==> config.mk <==
export PLATFORM = sky130hd
export DESIGN_NAME = minmax_peak_decimator_unit
export DESIGN_NICKNAME = d
export VERILOG_FILES = /design/src/mpd_pkg.sv /design/src/mpd_cfg.sv /design/src/mpd_core.sv /design/src/mpd_outq.sv /design/src/minmax_peak_decimator_unit.sv
export SDC_FILE = /design/constraint.sdc
export NUM_CORES = 1
export LEC_CHECK = 0
export BUFFER_PORTS_ARGS = -buffer_cell sky130_fd_sc_hd__buf_2
export CAP_MARGIN = 40
export CORE_UTILIZATION = 45
export CTS_CLUSTER_SIZE = 24
export DETAILED_ROUTE_END_ITERATION = 6
export GPL_TIMING_DRIVEN = 0
export PLACE_DENSITY_LB_ADDON = 0.15
export SLEW_MARGIN = 40
export SYNTH_ARGS = -nofsm -noshare
export SYNTH_HDL_FRONTEND = slang
export SYNTH_SLANG_ARGS = --single-unit
==> constraint.sdc <==
create_clock -name clk -period 10.25 [get_ports clk]
set_input_delay 1.025 -clock clk [delete_from_list [all_inputs] [get_ports clk]]
set_output_delay 1.025 -clock clk [all_outputs]
set_load 0.1 [all_outputs]
==> src/mpd_pkg.sv <==
`default_nettype none

package mpd_pkg;

  localparam int CNT_W      = 21;
  localparam int PIX_W      = 13;
  localparam int THR_W      = 16;
  localparam int ACC_W      = 33;
  localparam int PROD_W     = CNT_W + PIX_W + 1;
  localparam int CFG_IDX_W  = 2;
  localparam int CFG_DATA_W = 21;
  localparam int OQ_DEPTH   = 4;
  localparam int OQ_PTR_W   = 2;
  localparam int OQ_CNT_W   = 3;

  localparam logic [THR_W-1:0] THR_RESET = 16'd512;

  typedef enum logic [CFG_IDX_W-1:0] {
    REG_SAMPLE_COUNT = 2'd0,
    REG_PIXEL_COUNT  = 2'd1,
    REG_THRESHOLD    = 2'd2
  } cfg_reg_t;

  typedef enum logic [1:0] {
    MODE_EMPTY = 2'd0,
    MODE_PASS  = 2'd1,
    MODE_COPY  = 2'd2,
    MODE_DECIM = 2'd3
  } mode_t;

  typedef struct packed {
    logic [CNT_W-1:0] n;
    logic [PIX_W-1:0] p;
    mode_t            mode;
  } cfg_t;

  typedef struct packed {
    logic decimated;
    logic is_max;
    logic last_of_item;
    logic end_of_buffer;
  } res_flags_t;

  typedef struct packed {
    logic [1:0] cnt;
    res_flags_t flags0;
    res_flags_t flags1;
  } push_t;

endpackage

`default_nettype wire

==> src/mpd_cfg.sv <==
`default_nettype none

module mpd_cfg
  import mpd_pkg::*;
#(
  parameter int MAX_SAMPLES = 1048576,
  parameter int MAX_PIXELS  = 4096
) (
  input  wire logic                  clk,
  input  wire logic                  rst,
  input  wire logic                  cfg_valid,
  input  wire logic [CFG_IDX_W-1:0]  cfg_index,
  input  wire logic [CFG_DATA_W-1:0] cfg_data,
  output cfg_t                       cfg,
  output logic                       clear
);

  localparam int NMAX_W = ($clog2(MAX_SAMPLES + 1) > CNT_W) ? $clog2(MAX_SAMPLES + 1) : CNT_W;
  localparam int PMAX_W = ($clog2(MAX_PIXELS + 1) > PIX_W) ? $clog2(MAX_PIXELS + 1) : PIX_W;
  localparam logic [NMAX_W-1:0] N_LIMIT = NMAX_W'(MAX_SAMPLES);
  localparam logic [PMAX_W-1:0] P_LIMIT = PMAX_W'(MAX_PIXELS);

  logic [CNT_W-1:0] sample_count;
  logic [PIX_W-1:0] pixel_count;
  logic [THR_W-1:0] threshold_q8;

  logic [CNT_W-1:0]         n;
  logic [PIX_W-1:0]         p;
  logic [CNT_W+8-1:0]       density_lhs;
  logic [THR_W+PIX_W-1:0]   density_rhs;
  logic                     wr_hit;

  always_comb begin
    case (cfg_reg_t'(cfg_index))
      REG_SAMPLE_COUNT, REG_PIXEL_COUNT, REG_THRESHOLD: wr_hit = cfg_valid;
      default: wr_hit = 1'b0;
    endcase
  end

  assign clear = wr_hit;

  always_ff @(posedge clk) begin
    if (rst) begin
      sample_count <= '0;
      pixel_count  <= '0;
      threshold_q8 <= THR_RESET;
    end else if (cfg_valid) begin
      case (cfg_reg_t'(cfg_index))
        REG_SAMPLE_COUNT: sample_count <= cfg_data[CNT_W-1:0];
        REG_PIXEL_COUNT:  pixel_count  <= cfg_data[PIX_W-1:0];
        REG_THRESHOLD:    threshold_q8 <= cfg_data[THR_W-1:0];
        default: ;
      endcase
    end
  end

  // clamp counts to the build limits
  always_comb begin
    if (NMAX_W'(sample_count) > N_LIMIT) begin
      n = N_LIMIT[CNT_W-1:0];
    end else begin
      n = sample_count;
    end
    if (PMAX_W'(pixel_count) > P_LIMIT) begin
      p = P_LIMIT[PIX_W-1:0];
    end else begin
      p = pixel_count;
    end
  end

  assign density_lhs = {n, 8'b0};
  assign density_rhs = threshold_q8 * p;

  always_comb begin
    cfg.n = n;
    cfg.p = p;
    if (n == '0 || p == '0) begin
      cfg.mode = MODE_EMPTY;
    end else if (density_lhs <= density_rhs) begin
      cfg.mode = MODE_PASS;
    end else if ({1'b0, n} < {(CNT_W + 1 - PIX_W - 1)'(0), p, 1'b0}) begin
      cfg.mode = MODE_COPY;
    end else begin
      cfg.mode = MODE_DECIM;
    end
  end

endmodule

`default_nettype wire

==> src/mpd_core.sv <==
`default_nettype none

module mpd_core
  import mpd_pkg::*;
#(
  parameter int SAMPLE_BITS = 16
) (
  input  wire logic                          clk,
  input  wire logic                          rst,
  input  wire logic                          clear,
  input  wire cfg_t                          cfg,
  input  wire logic                          in_valid,
  input  wire logic signed [SAMPLE_BITS-1:0] sample,
  output logic                               in_stall,
  input  wire logic                          room,
  output push_t                              push,
  output logic signed [SAMPLE_BITS-1:0]      push_value0,
  output logic signed [SAMPLE_BITS-1:0]      push_value1
);

  // input register
  logic                          s1_valid;
  logic signed [SAMPLE_BITS-1:0] s1_sample;
  logic                          advance;
  logic                          accept;

  // buffer state
  logic [CNT_W-1:0]              sample_index;
  logic [ACC_W-1:0]              bin_accumulator;
  logic [PIX_W-1:0]              bin_index;
  logic signed [SAMPLE_BITS-1:0] running_min;
  logic signed [SAMPLE_BITS-1:0] running_max;
  logic                          bin_open;
  logic [PROD_W-1:0]             bound;

  logic [CNT_W-1:0]              sample_index_next;
  logic [ACC_W-1:0]              bin_accumulator_next;
  logic [PIX_W-1:0]              bin_index_next;
  logic signed [SAMPLE_BITS-1:0] running_min_next;
  logic signed [SAMPLE_BITS-1:0] running_max_next;
  logic                          bin_open_next;
  logic [PROD_W-1:0]             bound_next;

  logic                          in_range;
  logic                          is_last_sample;
  logic [ACC_W-1:0]              acc_base;
  logic [PROD_W-1:0]             bound_base;
  logic signed [SAMPLE_BITS-1:0] min_new;
  logic signed [SAMPLE_BITS-1:0] max_new;
  logic                          close_bin;
  logic                          final_bin;

  assign advance  = s1_valid && room;
  assign in_stall = s1_valid && !room;
  assign accept   = in_valid && !in_stall;

  always_ff @(posedge clk) begin
    if (rst) begin
      s1_valid <= 1'b0;
    end else if (accept) begin
      s1_valid <= 1'b1;
    end else if (advance) begin
      s1_valid <= 1'b0;
    end
  end

  always_ff @(posedge clk) begin
    if (accept) begin
      s1_sample <= sample;
    end
  end

  assign in_range       = sample_index < cfg.n;
  assign is_last_sample = ({1'b0, sample_index} + 1'b1) == {1'b0, cfg.n};

  // bin end: (i+2)*p against (bin_index+1)*n, both kept as running sums
  assign acc_base   = (sample_index == '0) ? ACC_W'(cfg.n) : bin_accumulator;
  assign bound_base = (sample_index == '0) ? PROD_W'({cfg.p, 1'b0}) : bound;

  always_comb begin
    if (!bin_open) begin
      min_new = s1_sample;
      max_new = s1_sample;
    end else begin
      min_new = (s1_sample < running_min) ? s1_sample : running_min;
      max_new = (s1_sample > running_max) ? s1_sample : running_max;
    end
  end

  assign close_bin = (bound_base > PROD_W'(acc_base)) || is_last_sample;
  assign final_bin = (({1'b0, bin_index} + 1'b1) >= {1'b0, cfg.p}) || is_last_sample;

  always_comb begin
    sample_index_next    = sample_index;
    bin_accumulator_next = bin_accumulator;
    bin_index_next       = bin_index;
    running_min_next     = running_min;
    running_max_next     = running_max;
    bin_open_next        = bin_open;
    bound_next           = bound;
    push.cnt             = 2'd0;
    push.flags0          = '0;
    push.flags1          = '0;
    push_value0          = s1_sample;
    push_value1          = max_new;

    if (advance && cfg.mode != MODE_EMPTY && in_range) begin
      sample_index_next = sample_index + 1'b1;
      case (cfg.mode)
        MODE_PASS: begin
          push.cnt                  = 2'd1;
          push.flags0.last_of_item  = 1'b1;
          push.flags0.end_of_buffer = is_last_sample;
        end
        MODE_COPY: begin
          if (sample_index < CNT_W'(cfg.p)) begin
            push.cnt                  = 2'd1;
            push.flags0.last_of_item  = 1'b1;
            push.flags0.end_of_buffer =
              (({1'b0, sample_index} + 1'b1) == (CNT_W + 1)'(cfg.p));
          end
        end
        MODE_DECIM: begin
          bound_next = bound_base + PROD_W'(cfg.p);
          if (close_bin) begin
            push.cnt                  = 2'd2;
            push_value0               = min_new;
            push.flags0.decimated     = 1'b1;
            push.flags1.decimated     = 1'b1;
            push.flags1.is_max        = 1'b1;
            push.flags1.last_of_item  = 1'b1;
            push.flags1.end_of_buffer = final_bin;
            bin_index_next            = bin_index + 1'b1;
            bin_accumulator_next      = acc_base + ACC_W'(cfg.n);
            bin_open_next             = 1'b0;
          end else begin
            bin_accumulator_next = acc_base;
            bin_open_next        = 1'b1;
          end
          running_min_next = min_new;
          running_max_next = max_new;
        end
        default: ;
      endcase
    end
  end

  always_ff @(posedge clk) begin
    if (rst || clear) begin
      sample_index    <= '0;
      bin_accumulator <= '0;
      bin_index       <= '0;
      running_min     <= '0;
      running_max     <= '0;
      bin_open        <= 1'b0;
      bound           <= '0;
    end else begin
      sample_index    <= sample_index_next;
      bin_accumulator <= bin_accumulator_next;
      bin_index       <= bin_index_next;
      running_min     <= running_min_next;
      running_max     <= running_max_next;
      bin_open        <= bin_open_next;
      bound           <= bound_next;
    end
  end

endmodule

`default_nettype wire

==> src/mpd_outq.sv <==
`default_nettype none

module mpd_outq
  import mpd_pkg::*;
#(
  parameter int SAMPLE_BITS = 16
) (
  input  wire logic                          clk,
  input  wire logic                          rst,
  input  wire push_t                         push,
  input  wire logic signed [SAMPLE_BITS-1:0] push_value0,
  input  wire logic signed [SAMPLE_BITS-1:0] push_value1,
  output logic                               room,
  output logic                               out_valid,
  input  wire logic                          out_stall,
  output logic signed [SAMPLE_BITS-1:0]      value,
  output res_flags_t                         flags
);

  logic signed [SAMPLE_BITS-1:0] q_value [OQ_DEPTH];
  res_flags_t                    q_flags [OQ_DEPTH];
  logic [OQ_PTR_W-1:0]           wr_ptr;
  logic [OQ_PTR_W-1:0]           rd_ptr;
  logic [OQ_CNT_W-1:0]           count;
  logic [OQ_PTR_W-1:0]           wr_ptr_plus1;
  logic                          pop;

  assign out_valid    = count != '0;
  assign pop          = out_valid && !out_stall;
  assign room         = count <= OQ_CNT_W'(OQ_DEPTH - 2);
  assign wr_ptr_plus1 = wr_ptr + 1'b1;
  assign value        = q_value[rd_ptr];
  assign flags        = q_flags[rd_ptr];

  always_ff @(posedge clk) begin
    if (push.cnt != 2'd0) begin
      q_value[wr_ptr] <= push_value0;
      q_flags[wr_ptr] <= push.flags0;
    end
    if (push.cnt == 2'd2) begin
      q_value[wr_ptr_plus1] <= push_value1;
      q_flags[wr_ptr_plus1] <= push.flags1;
    end
  end

  always_ff @(posedge clk) begin
    if (rst) begin
      wr_ptr <= '0;
      rd_ptr <= '0;
      count  <= '0;
    end else begin
      wr_ptr <= wr_ptr + OQ_PTR_W'(push.cnt);
      if (pop) begin
        rd_ptr <= rd_ptr + 1'b1;
      end
      count <= count + OQ_CNT_W'(push.cnt) - OQ_CNT_W'(pop);
    end
  end

endmodule

`default_nettype wire

==> src/minmax_peak_decimator_unit.sv <==
// path: a sample is held in the input register, and its results are written into
//   the output queue, from which they are offered
// throughput: one input transaction per cycle while in_stall is low; a bin close
//   yields two results, one per cycle out of a four-entry queue unless out_stall
// reset: rst (synchronous, active high) clears the buffer state and the queue,
//   counts go to zero and the threshold to 2.0
`default_nettype none

module minmax_peak_decimator_unit
  import mpd_pkg::*;
#(
  parameter int MAX_SAMPLES = 1048576,
  parameter int MAX_PIXELS  = 4096,
  parameter int SAMPLE_BITS = 16
) (
  input  wire logic                          clk,
  input  wire logic                          rst,
  // configuration write transactions, register index and data
  input  wire logic                          cfg_valid,
  output logic                               cfg_ready,
  input  wire logic [CFG_IDX_W-1:0]          cfg_index,
  input  wire logic [CFG_DATA_W-1:0]         cfg_data,
  // sample transactions in
  input  wire logic                          in_valid,
  output logic                               in_stall,
  input  wire logic signed [SAMPLE_BITS-1:0] sample,
  // result transactions out
  output logic                               out_valid,
  input  wire logic                          out_stall,
  output logic signed [SAMPLE_BITS-1:0]      value,
  output logic                               decimated,
  output logic                               is_max,
  output logic                               last_of_item,
  output logic                               end_of_buffer
);

  cfg_t                          cfg;
  logic                          clear;
  logic                          room;
  push_t                         push;
  logic signed [SAMPLE_BITS-1:0] push_value0;
  logic signed [SAMPLE_BITS-1:0] push_value1;
  res_flags_t                    flags;

  // registers are always writable; a write to a listed register restarts the buffer
  assign cfg_ready = 1'b1;

  // register file, count clamping and mode selection
  mpd_cfg #(
    .MAX_SAMPLES (MAX_SAMPLES),
    .MAX_PIXELS  (MAX_PIXELS)
  ) u_cfg (
    .clk       (clk),
    .rst       (rst),
    .cfg_valid (cfg_valid),
    .cfg_index (cfg_index),
    .cfg_data  (cfg_data),
    .cfg       (cfg),
    .clear     (clear)
  );

  // input register, then the per-sample pass/copy/min-max step; the stage holds
  // while the output queue has fewer than two free entries
  mpd_core #(
    .SAMPLE_BITS (SAMPLE_BITS)
  ) u_core (
    .clk         (clk),
    .rst         (rst),
    .clear       (clear),
    .cfg         (cfg),
    .in_valid    (in_valid),
    .sample      (sample),
    .in_stall    (in_stall),
    .room        (room),
    .push        (push),
    .push_value0 (push_value0),
    .push_value1 (push_value1)
  );

  // result queue, takes up to two results a cycle and hands out one while out_stall is low
  mpd_outq #(
    .SAMPLE_BITS (SAMPLE_BITS)
  ) u_outq (
    .clk         (clk),
    .rst         (rst),
    .push        (push),
    .push_value0 (push_value0),
    .push_value1 (push_value1),
    .room        (room),
    .out_valid   (out_valid),
    .out_stall   (out_stall),
    .value       (value),
    .flags       (flags)
  );

  assign decimated     = flags.decimated;
  assign is_max        = flags.is_max;
  assign last_of_item  = flags.last_of_item;
  assign end_of_buffer = flags.end_of_buffer;

endmodule

`default_nettype wire

### Word-level counts from Yosys, hierarchy flattened

Memory sizes are Yosys's and may differ from the RTL's. A register that Yosys moved wholly into a read port is not among the register bits.
Cells that the tools add are included.

* word-level logic and storage cells: 112
* memories: 2
* bits in registers: 209
* output and inout bits: 23
* bits of input ports: 44
* bits in writable memories: 80

Memories
* u_outq.q_value: words 4, width 16, read ports 1, clocked after Yosys merged registers in 1, wr ports 2, line mpd_outq.sv:20 `logic signed [SAMPLE_BITS-1:0] q_value [OQ_DEPTH];`
* u_outq.q_flags: words 4, width 4, read ports 1, clocked after Yosys merged registers in 1, wr ports 2, line mpd_outq.sv:21 `res_flags_t q_flags [OQ_DEPTH];`

* reduce and logical (&&, ||, !) cells: 27
* muxes and demuxes: 37
* equality and inequality tests: 8
* $lt $le $gt $ge: 11
* add/subtract/negate cells: 11
* multipliers: 1

Operator list (count)
* 16-bit 2-to-1 mux: 7
* 33-bit 2-to-1 mux: 2
* 21-bit zero test: 2
* 35-bit by 13-bit adder with 35-bit output: 1
* 35-bit by 33-bit > comparator with 1-bit output: 1
* 35-bit 2-to-1 mux: 1
* 33-bit by 21-bit adder with 33-bit output: 1
* 29-bit less-or-equal comparator: 1
* 16-bit by 13-bit multiplier with 29-bit output: 1
* 21-bit by 1-bit adder with 22-bit output (second input constant): 1
* 22-bit by 13-bit equality test with 1-bit output: 1
* 22-bit by 21-bit equality test with 1-bit output: 1
* 21-bit by 1-bit adder with 21-bit output (second input constant): 1
* 21-bit > comparator (second input constant): 1
* 21-bit by 13-bit < comparator with 1-bit output: 1
* 21-bit by 14-bit < comparator with 1-bit output: 1
* 21-bit < comparator: 1
* 21-bit 2-to-1 mux: 1
* 16-bit > comparator: 1
* 16-bit < comparator: 1
* 13-bit by 1-bit adder with 14-bit output (second input constant): 1
* 14-bit by 13-bit greater-or-equal comparator with 1-bit output: 1
* 2-bit 2-to-1 mux: 7
* 13-bit by 1-bit adder with 13-bit output (second input constant): 1
* other kinds (25): 57

### Depth between registers and ports, before layout

* depth after elaboration: 13
* gate-level depth with buffers: 52
* depth with buffers taken out: 47

### By module

A second synthesis with hierarchy kept.

* cell total of the unflattened synthesis: 3121
* area total of the unflattened synthesis: 27181.1 um2

By module, submodules not included
* mpd_core: area each 13105.1 um2, seq. area each 3203.1 um2, cells an instance 1684, instances 1
* mpd_cfg: area each 9700.6 um2, seq. area each 1001.0 um2, cells an instance 1185, instances 1
* mpd_outq: area each 4364.2 um2, seq. area each 2582.5 um2, cells an instance 250, instances 1
* minmax_peak_decimator_unit: area each 11.3 um2, seq. area each 0.0 um2, cells an instance 2, instances 1

### Worst setup path before layout

OpenSTA, ideal clock, no wires.

* path type: register -> register
* start point: reg u_cfg.pixel_count[12]
* end point: mem u_outq.q_flags[0][0] in the netlist's numbering (enable)
* cell stages (with the launch flop): 42
* setup time: 0.401 ns
* path buffers: 3
* arrival time: 10.252 ns
* setup slack: -0.404 ns
* clock period less this slack: 10.654 ns
* cells stage by stage: dfxtp_1 -> clkbuf_1 -> clkbuf_1 -> clkbuf_1 -> nand2_1 -> fa_1 -> inv_1 -> fa_1 -> fa_1 -> fa_1 -> inv_1 -> fa_1 -> inv_1 -> ha_1 -> or2_2 -> a21oi_1 -> a21oi_1 -> a221oi_1 -> (+6 left out) -> o21ai_0 -> a21o_1 -> a211oi_1 -> nor2_1 -> nor4_1 -> a31oi_1 -> a41oi_1 -> inv_1 -> ha_1 -> nor2_1 -> nand3_1 -> nor3_1 -> nand2_1 -> o22ai_1 -> clkinv_1 -> a211oi_2 -> o21bai_1 -> o21bai_1

RTL lines
* from (decl): line mpd_cfg.sv:24 `logic [PIX_W-1:0] pixel_count;`
* from (signal assigned): line mpd_cfg.sv:50 `REG_PIXEL_COUNT: pixel_count <= cfg_data[PIX_W-1:0];`
* to (decl): line mpd_outq.sv:21

### Final worst setup path

* start point: reg u_cfg.pixel_count[12]
* end point: reg u_outq.count[2]

* longest elaborated chain between the ends: 12
* elaborated cells between the ends (all ways): 26
* classes of those cells: add/sub: 2; mul: 1; order compare: 5; eq/ne: 3; mux: 9; reduce/logical: 6

RTL lines
* 13-bit > comparator: line mpd_cfg.sv:64 `if (PMAX_W'(pixel_count) > P_LIMIT) begin`
* 13-bit 2-to-1 mux (*): line mpd_cfg.sv:64
* parallel branches: the longest is 7 deep, another holds 16-bit by 13-bit multiplier with 29-bit output
* 3-bit 2-to-1 mux (*): line mpd_core.sv:107 `if (advance && cfg.mode != MODE_EMPTY && in_range) begin`
* 3-bit by 2-bit adder with 3-bit output (*): line mpd_outq.sv:56 `count <= count + OQ_CNT_W'(push.cnt) - OQ_CNT_W'(pop);`
* 3-bit by 1-bit subtractor with 3-bit output (*): line mpd_outq.sv:56
* to (signal assigned): line mpd_outq.sv:56
* to (decl): line mpd_outq.sv:24 `logic [OQ_CNT_W-1:0] count;`

Mark *: on every way between the ends.
A chain may end at the register's enable or synchronous reset.

==> results.cfg <==
[detailed_routing]
ant_nets = 0
wl_um = 83600
drt_iter0_drc = 1835
via_per_inst = 5.72
drc_errors = 0
drt_first_pass_iters = 6
routed-via-count = 22600
routedWlPerCell_um = 21.1

[timing]
slew_viol_final = 0
fmax_mhz = 99.5
tightest_slew_ns = 0.932
final_hold_viol_count = 0
layout_setup_ws_ns = 0.197
finalCritPeriodShare = 0.981
worst_slew_margin_rel = 0.361
finClkSkew_ns = 0.0173
rsz0062_at_grt = yes
setup_viol = 0
fin_tns_setup_ns = 0
layout_min_cycle_time_ns = 10.05

[critical_path]
startpoint_type = flop
r2r_slack_ns = 0.20
required_ns = 10.67
path_max_fanout = 10
end_kind = flop
cp_slowest_stage_delay_ns = 0.57
rr_endpoint = u_outq.count[2]
crit_type = flop to flop
path_buf_inv = 10
r2r_start = u_cfg.pixel_count[12]
worst-r2r-cell-count = 47
crit_family = adder cells
slowest_stage = fa_1
critPathArrivalTime_ns = 10.48

[clock_tree]
ctsHoldBuffers = 0
path_clk_slew_ns = 0.06
cts_buffers = 36
clk_latency_ns = 0.56
cts_root_buffer = clkbuf_16
clockBufferDepth = 3
cts_tree = built
h-tree-depth = 2
cts_sinks = 291

[outcome]
outcome = finished clean

[global_route]
grt_pass1_wl_um = 128000
antenna_found_initial = 2
grt_pass1_vias = 22400
grt_use_total = 0.280
grt_max_degree = 17
overflow = 0

[floorplan]
core_area_um2 = 56600
ios = 67
fp.dieW_um = 242
rows = 87
initial_core_util = 0.458
die_y_um = 242
die_area_um2 = 58600

[logic_synthesis]
syn-num-nets = 3441
synth_xor_area_frac = 0.0456
synth_flop_cell = dfxtp_1
async_reset_ff_frac = 0
synth_area_per_cell_um2 = 8.71
muxShareOfSynthArea = 0.0694
yosysUniqueCellTypes = 82
synth-compound-area-share = 0.116
synth_simple_gate_area_share = 0.190
synth_top_family_by_area = adder cells
synth_edf_count = 96
yosys_warnings = 0
synthAdderAreaFrac = 0.248
ys_seq_elements = 291
seq_area_frac_synth = 0.262
synthCells = 2977
synthesis.area_um2 = 25900

[place]
routabilityCongestion = 0.961
hpwl_um = 63300
port_buffers = 63
post-place-ws_ns = -3.16
postPlaceCellArea_um2 = 27300

[hold_path]
hp-start = u_core.bound[9]
hold_path.class = flop to flop
whs_path_depth = 2
min_to = u_core.bound[9]

[finish]
num-fill-cells = 5188
final_cell_area_um2 = 30300
final_util = 0.536
seqCellArea_um2 = 6790
layout.nets = 3636
multiInputGateArea_um2 = 18000
drive_gt1_frac = 0.134
area_growth_pct = 16.9

[run]
cap_violations = 0

[power]
vdd_drop_max_mv = 0.156
powerDensity_nw_per_um2 = 116
p_leak_nw = 13.1
[cells in the final DEF, fill, tap and decap left out, types with 20 or more instances in the layout]
master	netlist	routed
and2_1	125	119
ha_1	263	253
nor3_1	47	44
nor2b_1	32	23
nor4_1	28	26
a21oi_1	203	198
o21ai_0	118	114
inv_1	302	295
and3_1	22	22
a21o_1	32	32
nand4_1	33	33
mux4_2	20	20
buf_2	15	81
nand2b_1	21	21
xnor2_1	81	79
edfxtp_1	96	96
fa_1	157	153
clkbuf_1	125	83
buf_4	2	79
nand2_1	412	409
xor2_1	54	54
clkbuf_2	0	20
clkbuf_16	0	41
nor2_1	182	179
a211oi_1	25	23
nand3_1	57	55
dfxtp_1	195	192
mux2i_1	129	122
[report_power, final]
| group | internal [W] | switching, W |
|---|---|---|
| Sequential | 0.00122 | 0.0000293 |
| Combinational | 0.000262 | 0.000585 |
| Clock | 0.000865 | 0.000550 |
| Total | 0.00235 | 0.00116 |
[cells by family (layout without fill, tap and decap cells)]
logic type | after synthesis | count (layout)
and+or+nand+nor | 1023 | 1023
AOI/OAI and AO/OA | 497 | 499
buffers and inverters | 456 | 677
adders and majority gates | 420 | 420
DFF | 291 | 291
muxes | 154 | 154
xor gates and xnor gates | 135 | 135
other | 1 | 2
[layer usage]
metal  global-route usage  part of all wire
met1                0.376              0.43
met3               0.0393             0.070
met2                0.467              0.47
met5                    0                 0
met4               0.0834             0.026
[stage by stage]
stage	hold WS [ns]	cells	power (W)
2_1_floorplan	0.432	2977	0.00183
3_3_place_gp	0.441	3796	0.00202
3_5_place_dp	0.446	3798	0.00205
4_1_cts	0.453	3894	0.00349
5_1_grt	0.476	3956	0.00363
6_report	0.457	3957	0.00351
[final cells by class]
class / count / area share
multi-input cells: 2232 / 0.592
flip-flops and latches: 291 / 0.224
inverters: 304 / 0.0383
repair buffers: 157 / 0.0382
plain buffers: 150 / 0.0332
clock buffers: 49 / 0.0326
well taps: 756 / 0.0312
clock inverters: 17 / 0.0101
diodes: 1 / 0.0000825
[timing repair]
action,4_1_cts,5_1_grt
pin swaps,28,45
gates resized for setup,132,118
cloned,2,3
endpoints found under the setup margin,300,267
setup buffers,30,57
[registers in the layout (all words and copies together) (netlist names), 21 cells and up, named ones only]
signal and cells:
u_core.bound 35, u_outq.q_value 64, u_core.sample_index 21, u_cfg.sample_count 21, u_core.bin_accumulator 33
[tightest hold or removal path, stage by stage, from the launching register on]
cell     delay (ns)
dfxtp_1        0.31
nand2_1        0.05
a21oi_1        0.05
[synth_stat cells (all sizes together), types with 6 or more instances]
| cell | number | area share |
|---|---|---|
| xor2 | 54 | 0.018 |
| nor3 | 47 | 0.0091 |
| or2 | 8 | 0.0019 |
| clkbuf | 125 | 0.018 |
| a31o | 10 | 0.0034 |
| a31oi | 7 | 0.0017 |
| o21a | 13 | 0.0038 |
| a21oi | 204 | 0.040 |
| or3 | 14 | 0.0034 |
| edfxtp | 96 | 0.11 |
| nand2b | 21 | 0.0051 |
| a211oi | 26 | 0.0077 |
| o31ai | 9 | 0.0026 |
| o2111ai | 6 | 0.0020 |
| nor4 | 32 | 0.0097 |
| a21o | 32 | 0.0093 |
| and2 | 125 | 0.030 |
| nor4b | 7 | 0.0026 |
| nor2 | 182 | 0.026 |
| mux4 | 20 | 0.017 |
| ha | 263 | 0.13 |
| mux2i | 129 | 0.050 |
| fa | 157 | 0.12 |
| nor2b | 32 | 0.0077 |
| nand2 | 413 | 0.060 |
| inv | 303 | 0.044 |
| and3 | 22 | 0.0053 |
| or4 | 6 | 0.0017 |
| dfxtp | 195 | 0.15 |
| o211ai | 12 | 0.0035 |
| buf | 27 | 0.0061 |
| xnor2 | 81 | 0.027 |
| nand4 | 36 | 0.0094 |
| o21bai | 9 | 0.0026 |
| o21ai | 120 | 0.023 |
| nand3 | 57 | 0.011 |
[worst max-delay path by stage]
stage                               start              endpoint  slack (ns)  cells after the start
finish              u_cfg.pixel_count[12]       u_outq.count[2]        0.20                     47
floorplan           u_cfg.pixel_count[12]  u_outq.q_flags[1][0]       -0.29                     41
global route        u_cfg.pixel_count[12]       u_outq.count[2]       -0.21                     48
CTS                 u_cfg.pixel_count[12]       u_outq.count[2]       -0.01                     48
detailed placement  u_cfg.pixel_count[12]  u_outq.q_value[0][9]       -3.16                     43
global placement    u_cfg.pixel_count[12]  u_outq.q_value[3][8]       -3.99                     42
Power figures use the tool's default switching activity.
